[src/design/spr_pkg.sv]
package spr_pkg;

    localparam int COORD_W  = 16;
    localparam int SLOT_W   = 4;
    localparam int MASK_W   = 16;
    localparam int CFG_W    = 5;
    localparam int CFG_RST  = 16;

    typedef enum logic {
        OP_LOAD = 1'b0,
        OP_RUN  = 1'b1
    } op_t;

    typedef enum logic [2:0] {
        ST_IDLE,
        ST_ROW_RD,
        ST_ROW_LATCH,
        ST_SCAN,
        ST_EMIT
    } state_t;

    typedef struct packed {
        logic signed [COORD_W-1:0] min_x;
        logic signed [COORD_W-1:0] max_x;
        logic signed [COORD_W-1:0] min_y;
        logic signed [COORD_W-1:0] max_y;
    } box_t;

    typedef struct packed {
        logic a_ok;
        logic b_ok;
    } pair_sel_t;

endpackage

[src/design/spr_box_mem.sv]
module spr_box_mem #(
    parameter int DEPTH  = 16,
    parameter int ADDR_W = 4
) (
    input  logic                clk,
    input  logic                wr_en,
    input  logic [ADDR_W-1:0]   wr_addr,
    input  spr_pkg::box_t       wr_data,
    input  logic                rd_en,
    input  logic [ADDR_W-1:0]   rd_addr,
    output spr_pkg::box_t       rd_data
);

    spr_pkg::box_t mem [DEPTH];

    always_ff @(posedge clk)
    begin
        if (wr_en)
        begin
            mem[wr_addr] <= wr_data;
        end
    end

    always_ff @(posedge clk)
    begin
        if (rd_en)
        begin
            rd_data <= mem[rd_addr];
        end
    end

endmodule

[src/design/spr_pair_unit.sv]
module spr_pair_unit (
    input  spr_pkg::box_t      box_a,
    input  spr_pkg::box_t      box_b,
    input  spr_pkg::pair_sel_t sel,
    output logic               hit
);

    logic a_good;
    logic b_good;
    logic x_touch;
    logic y_touch;

    // inverted boxes take part in nothing
    assign a_good = ($signed(box_a.min_x) <= $signed(box_a.max_x))
                 && ($signed(box_a.min_y) <= $signed(box_a.max_y));
    assign b_good = ($signed(box_b.min_x) <= $signed(box_b.max_x))
                 && ($signed(box_b.min_y) <= $signed(box_b.max_y));

    // touching edges count as overlap
    assign x_touch = ($signed(box_a.min_x) <= $signed(box_b.max_x))
                  && ($signed(box_b.min_x) <= $signed(box_a.max_x));
    assign y_touch = ($signed(box_a.min_y) <= $signed(box_b.max_y))
                  && ($signed(box_b.min_y) <= $signed(box_a.max_y));

    assign hit = sel.a_ok && sel.b_ok && a_good && b_good && x_touch && y_touch;

endmodule

[src/design/sweep_prune_box_overlap_top.sv]
// channel   signals                                          direction
// input     in_valid/in_ready, operation, slot, min_x,       in
//           max_x, min_y, max_y, is_active
// output    out_valid/out_ready, report_slot, overlap_mask,  out
//           last_report
// config    cfg_we, cfg_data (slots_in_use)                  in
//
// a run compares each of the N slots in use, row by row, against every slot in use,
// one slot pair per cycle while scanning, through the single pair compare unit
// and the one read port of the box memory
// reset clears all active flags, slots_in_use returns to 16
// in_ready is low while a run scans; a stalled output word holds the scan at
// the end of its row
module sweep_prune_box_overlap_top #(
    parameter int MAX_SLOTS = 16
) (
    input  logic                                clk,
    input  logic                                rst_n,
    input  logic                                in_valid,
    output logic                                in_ready,
    input  logic                                operation,
    input  logic [spr_pkg::SLOT_W-1:0]          slot,
    input  logic signed [spr_pkg::COORD_W-1:0]  min_x,
    input  logic signed [spr_pkg::COORD_W-1:0]  max_x,
    input  logic signed [spr_pkg::COORD_W-1:0]  min_y,
    input  logic signed [spr_pkg::COORD_W-1:0]  max_y,
    input  logic                                is_active,
    output logic                                out_valid,
    input  logic                                out_ready,
    output logic [spr_pkg::SLOT_W-1:0]          report_slot,
    output logic [spr_pkg::MASK_W-1:0]          overlap_mask,
    output logic                                last_report,
    input  logic                                cfg_we,
    input  logic [spr_pkg::CFG_W-1:0]           cfg_data
);

    localparam int IDX_W = (MAX_SLOTS > 1) ? $clog2(MAX_SLOTS) : 1;
    localparam int CNT_W = $clog2(MAX_SLOTS + 1);

    spr_pkg::state_t            state_reg;
    spr_pkg::state_t            state_next;
    logic [spr_pkg::CFG_W-1:0]  cfg_reg;
    logic [MAX_SLOTS-1:0]       active_reg;
    logic [IDX_W-1:0]           row_reg;
    logic [IDX_W-1:0]           col_reg;
    spr_pkg::box_t              a_box_reg;
    logic                       a_act_reg;
    logic [MAX_SLOTS-1:0]       mask_reg;
    logic [MAX_SLOTS-1:0]       mask_next;
    logic                       out_valid_reg;
    logic [spr_pkg::SLOT_W-1:0] out_slot_reg;
    logic [spr_pkg::MASK_W-1:0] out_mask_reg;
    logic                       out_last_reg;

    logic [CNT_W-1:0]           used;
    logic                       row_last;
    logic                       col_last;
    logic                       load_hit;
    logic                       run_hit;
    logic                       rd_en;
    logic [IDX_W-1:0]           rd_addr;
    logic                       latch_a;
    logic                       step;
    logic                       emit;
    spr_pkg::box_t              wr_box;
    spr_pkg::box_t              rd_box;
    spr_pkg::pair_sel_t         sel;
    logic                       hit;

    // effective slot count: zero acts as one, saturate at the store depth
    always_comb
    begin
        if (cfg_reg == '0)
        begin
            used = CNT_W'(1);
        end
        else if (32'(cfg_reg) > MAX_SLOTS)
        begin
            used = CNT_W'(MAX_SLOTS);
        end
        else
        begin
            used = CNT_W'(cfg_reg);
        end
    end

    assign row_last = (CNT_W'(row_reg) + CNT_W'(1)) == used;
    assign col_last = (CNT_W'(col_reg) + CNT_W'(1)) == used;

    assign in_ready = (state_reg == spr_pkg::ST_IDLE);
    assign load_hit = in_valid && in_ready && (operation == spr_pkg::OP_LOAD)
                   && (32'(slot) < MAX_SLOTS);
    assign run_hit  = in_valid && in_ready && (operation == spr_pkg::OP_RUN);

    assign wr_box = '{min_x: min_x, max_x: max_x, min_y: min_y, max_y: max_y};

    spr_box_mem #(
        .DEPTH  (MAX_SLOTS),
        .ADDR_W (IDX_W)
    ) u_box_mem (
        .clk     (clk),
        .wr_en   (load_hit),
        .wr_addr (IDX_W'(slot)),
        .wr_data (wr_box),
        .rd_en   (rd_en),
        .rd_addr (rd_addr),
        .rd_data (rd_box)
    );

    assign sel.a_ok = a_act_reg;
    assign sel.b_ok = active_reg[col_reg] && (col_reg != row_reg);

    spr_pair_unit u_pair_unit (
        .box_a (a_box_reg),
        .box_b (rd_box),
        .sel   (sel),
        .hit   (hit)
    );

    assign mask_next = mask_reg | (MAX_SLOTS'(hit) << col_reg);

    always_ff @(posedge clk or negedge rst_n)
    begin
        if (!rst_n)
        begin
            state_reg <= spr_pkg::ST_IDLE;
        end
        else
        begin
            state_reg <= state_next;
        end
    end

    always_comb
    begin
        state_next = state_reg;
        rd_en      = 1'b0;
        rd_addr    = row_reg;
        latch_a    = 1'b0;
        step       = 1'b0;
        emit       = 1'b0;
        unique case (state_reg)
            spr_pkg::ST_IDLE:
            begin
                if (run_hit)
                begin
                    state_next = spr_pkg::ST_ROW_RD;
                end
            end
            spr_pkg::ST_ROW_RD:
            begin
                rd_en      = 1'b1;
                rd_addr    = row_reg;
                state_next = spr_pkg::ST_ROW_LATCH;
            end
            spr_pkg::ST_ROW_LATCH:
            begin
                rd_en      = 1'b1;
                rd_addr    = '0;
                latch_a    = 1'b1;
                state_next = spr_pkg::ST_SCAN;
            end
            spr_pkg::ST_SCAN:
            begin
                rd_en   = 1'b1;
                rd_addr = col_reg + IDX_W'(1);
                step    = 1'b1;
                if (col_last)
                begin
                    state_next = spr_pkg::ST_EMIT;
                end
            end
            spr_pkg::ST_EMIT:
            begin
                if (!out_valid_reg || out_ready)
                begin
                    emit       = 1'b1;
                    state_next = row_last ? spr_pkg::ST_IDLE : spr_pkg::ST_ROW_RD;
                end
            end
            default:
            begin
                state_next = spr_pkg::ST_IDLE;
            end
        endcase
    end

    always_ff @(posedge clk or negedge rst_n)
    begin
        if (!rst_n)
        begin
            cfg_reg       <= spr_pkg::CFG_W'(spr_pkg::CFG_RST);
            active_reg    <= '0;
            row_reg       <= '0;
            col_reg       <= '0;
            out_valid_reg <= 1'b0;
        end
        else
        begin
            if (cfg_we)
            begin
                cfg_reg <= cfg_data;
            end
            if (load_hit)
            begin
                active_reg[IDX_W'(slot)] <= is_active;
            end
            if (run_hit)
            begin
                row_reg <= '0;
            end
            else if (emit)
            begin
                row_reg <= row_reg + IDX_W'(1);
            end
            if (latch_a)
            begin
                col_reg <= '0;
            end
            else if (step)
            begin
                col_reg <= col_reg + IDX_W'(1);
            end
            if (emit)
            begin
                out_valid_reg <= 1'b1;
            end
            else if (out_ready)
            begin
                out_valid_reg <= 1'b0;
            end
        end
    end

    always_ff @(posedge clk)
    begin
        if (latch_a)
        begin
            a_box_reg <= rd_box;
            a_act_reg <= active_reg[row_reg];
            mask_reg  <= '0;
        end
        else if (step)
        begin
            mask_reg <= mask_next;
        end
        if (emit)
        begin
            out_slot_reg <= spr_pkg::SLOT_W'(row_reg);
            out_mask_reg <= spr_pkg::MASK_W'(mask_reg);
            out_last_reg <= row_last;
        end
    end

    assign out_valid    = out_valid_reg;
    assign report_slot  = out_slot_reg;
    assign overlap_mask = out_mask_reg;
    assign last_report  = out_last_reg;

    // a slot never lists itself
    assert property (@(posedge clk) disable iff (!rst_n)
        out_valid |-> !overlap_mask[report_slot])
        else $error("report lists its own slot");

    // slots beyond the count in use never appear in a word
    assert property (@(posedge clk) disable iff (!rst_n)
        out_valid |-> ((32'(overlap_mask) >> used) == 32'd0))
        else $error("mask names a slot beyond slots in use");

    // the scan column and row stay inside the slots in use
    assert property (@(posedge clk) disable iff (!rst_n)
        (state_reg == spr_pkg::ST_SCAN) |-> ((CNT_W'(col_reg) < used)
            && (CNT_W'(row_reg) < used)))
        else $error("scan index past slots in use");

    // a run start always begins at slot zero
    assert property (@(posedge clk) disable iff (!rst_n)
        run_hit |=> (state_reg == spr_pkg::ST_ROW_RD) && (row_reg == '0))
        else $error("run did not start at slot zero");

endmodule
[config.mk]
export PLATFORM = sky130hd
export DESIGN_NAME = sweep_prune_box_overlap_top
export DESIGN_NICKNAME = d
export VERILOG_FILES = /design/src/design/spr_pkg.sv /design/src/design/spr_box_mem.sv /design/src/design/spr_pair_unit.sv /design/src/design/sweep_prune_box_overlap_top.sv
export SDC_FILE = /design/constraint.sdc
export NUM_CORES = 2
export LEC_CHECK = 0
export BUFFER_PORTS_ARGS = -buffer_cell sky130_fd_sc_hd__clkbuf_2
export CAP_MARGIN = 20
export CORE_MARGIN = 2
export CORE_UTILIZATION = 50
export CTS_CLUSTER_DIAMETER = 200
export DETAILED_ROUTE_END_ITERATION = 10
export PLACE_DENSITY = 0.66
export RECOVER_POWER = 25
export SYNTH_ARGS = -nofsm -noshare
export SYNTH_HDL_FRONTEND = slang
export SYNTH_SLANG_ARGS = --single-unit
[constraint.sdc]
create_clock -name clk -period 11.8 [get_ports clk]
set_clock_uncertainty 0.05 [all_clocks]
set_input_delay 0 -clock clk [delete_from_list [all_inputs] [get_ports clk]]
set_output_delay 0 -clock clk [all_outputs]
set_load 0.02 [all_outputs]
==> impl_metrics.ini <==
[global_routing]
grtUsageTotal_pct = 22.4
grt_pass1_wl_um = 177000
overflow = 0
grt_max_degree = 215
antenna_found_initial = 9
grt_pass1_vias = 28900

[routing]
vias = 30100
drt_wl_total_um = 117000
wl_per_cell_um = 22.7
ant_nets = 0
first_pass_iters = 7
drt_iter0_markers = 3081
viasPerCell = 5.84
route.detailed.drc = 0

[synthesis]
post_synth_num_cell_types = 71
avgSynthCellArea_um2 = 14.2
netlist_instances = 3572
ys_seq_elements = 1223
syn-num-nets = 3782
synthArstFlopShare_pct = 2.70
ys.flop_type = edfxtp_1
seq_area_frac_synth_pct = 71.8
ys_warn_count = 0
netlist_area_um2 = 50700
synth_edf_count = 1174

[placement]
place_hpwl_um = 59200
preCtsSetupSlack_ns = 7.28
placed_cell_area_um2 = 52500
portBuffers = 102
place.gp.congestion = 0.842

[timing]
final-hold-violation-count = 0
setup_ws_ns = 7.27
slew_headroom_pct = 29.0
rsz0062_at_grt = false
period_share_pct = 38.4
setup_violations = 0
worst_pin_slew_ns = 1.07
finalCriticalPeriod_ns = 4.53
finalSetupTns_ns = 0
fmax_mhz = 221
drv_slew = 0
fin_hold_ws_ns = 0.0274

[clocking]
cts_root_buf = clkbuf_16
cts_max_path_buffers = 3
cts.sinks = 1223
cts_tree = yes
clock_latency_ns = 0.73
htreeDepth = 3
clkSlewWorstSetupHoldPaths_ns = 0.06
cts-resized-gates = 0
cts_buffers = 120

[die]
coreArea_um2 = 100000
die_h_um = 322
start_util_pct = 50.5
dieArea_um2 = 104000
die_x_um = 322
io_pins = 103
rows = 116

[critical_path]
critPathArrivalTime_ns = 5.01
worst_path_max_delay_cell = dfrtp_1
endpoint_kind = flop
worst_path_dominant_cell_family = buffers and inverters
path_buf_inv = 3
critPathRequiredTime_ns = 12.28
path_max_fanout = 187
critPathMaxStageDelay_ns = 0.87
criticalPathCategory = flop to flop
cp-start-kind = flop
path_cells = ha_1 -> a22oi_2 -> buf_4 -> buf_12 -> buf_12 -> a211oi_1 -> a311oi_1 -> a21oi_1 -> a21oi_1

[final_layout]
largest_reg_flops = 1024
fillers = 7769
drive_above_1_share_pct = 9.11
final_nets = 3908
area_growth_syn_to_layout_pct = 13.0
postLayoutCellArea_um2 = 57300

[power]
ir_worst_vdd_mv = 0.376
leakagePower_nw = 19.0
p_per_area_nw_per_um2 = 249

[run_status]
status = finished clean

[flow_run]
maxCapViolCount = 0

[hold_path]
holdCritPathClass = input port to flop
==> layout by cell type, fill, tap and decap left out, types with 16 or more instances in the layout <==
cell type      count
a211oi_1         327
clkinv_1          34
nand4_1           37
dfxtp_1           16
clkinv_2          24
inv_1             71
o21ai_0           27
clkbuf_2          60
a21oi_1          185
clkbuf_16        120
a311oi_1         128
nand3_1           22
edfxtp_1        1174
mux2_2            25
dfrtp_1           32
dlygate4sd3_1     86
a31oi_1          128
ha_1             130
clkbuf_1          58
nor2_1            26
nor2b_1          267
buf_4             41
nand2_1          578
==> worst reg2reg max path, cell delays in order, from the launching register on <==
cell      delay [ns]
dfrtp_1         0.87
ha_1            0.41
a22oi_2         0.18
buf_4           0.55
buf_12          0.54
buf_12          0.70
a211oi_1        0.40
a311oi_1        0.28
a21oi_1         0.10
a21oi_1         0.28
==> through the flow <==
stage	utilization (%)	instances	power, mW
after global routing	57.1	5162	15.1
after floorplan	-	3572	9.24
after detailed placement	52.3	4846	10.5
final	57.1	5163	14.3
after CTS	57.2	5157	14.3
after global placement	52.3	4844	10.4
==> power by group <==
part	switching (mW)	internal [mW]	leakage, nW	total [mW]
clock network	1.62	2.21	1.94	3.83
registers	0.249	5.14	11.2	5.39
logic	3.34	1.71	5.81	5.06
==> worst paths after layout <==
path                        startpoint                     to  slack, ns  cells after the start
max in group asynchronous        rst_n         active_reg[15]      11.13                      4
setup / recovery            col_reg[0]  u_box_mem.rd_data[28]       7.27                      9
hold / removal                 slot[2]   u_box_mem.mem[3][59]       0.03                      3
hold reg to reg            mask_reg[0]        overlap_mask[0]       0.38                      0
min in group asynchronous        rst_n             cfg_reg[4]       0.35                      3
setup reg to reg            col_reg[0]  u_box_mem.rd_data[28]       7.27                      9
==> metal layers <==
metal  part of all wire, %  global-route usage (%)  wire length, um  vias up
met2                    48                    36.4            55700      926
met5                 0.035                       0               41        -
met3                   6.6                    3.11             7760      160
met1                    44                    32.1            51500    15000
met4                   1.8                    5.85             2120        6
li1                      -                       -                -    14000
==> cells in the mapped netlist (6+ instances only) <==
cell	count	area, um2
edfxtp_1	1174	35300
nand2_1	578	2170
a211oi_1	327	2450
nor2b_1	269	1680
a21oi_1	185	926
ha_1	130	1630
a311oi_1	128	1120
a31oi_1	128	801
clkbuf_1	107	402
buf_2	101	505
inv_1	72	270
nand4_1	37	231
nor2_1	36	135
dfrtp_1	32	801
o21ai_0	27	135
mux2_2	25	282
nand3_1	22	110
nor3_1	17	85.1
dfxtp_1	16	320
a21o_1	15	113
buf_1	15	56.3
o21ai_1	11	55.1
nand2b_1	9	56.3
and3_1	8	50.1
buf_4	8	60.1
xnor2_1	8	70.1
mux4_2	6	135
==> kinds of logic after synthesis <==
logic type / share of synthesized area [%]
flops: 71.8
fa+ha+maj: 3.21
xor+xnor: 0.225
mux: 1.05
buf+inv: 2.64
compound gates: 11.7
simple gates: 9.35
==> timing repair <==
action	CTS	global route
buffers inserted	0	0
endpoints found under the hold margin	1107	0
hold buffers	87	0
==> layout make-up <==
class	instances	area [um2]	area share (%)
sequential	1223	36400	63.5
timing repair buffer	239	1830	3.19
clock inverter	86	891	1.55
antenna	6	15.0	0.0262
inverter	72	270	0.472
multi-input combinational	2042	13100	22.9
clock buffer	138	3090	5.39
tap	1357	1700	2.96
Note: power is estimated with default switching activity, not from simulation.
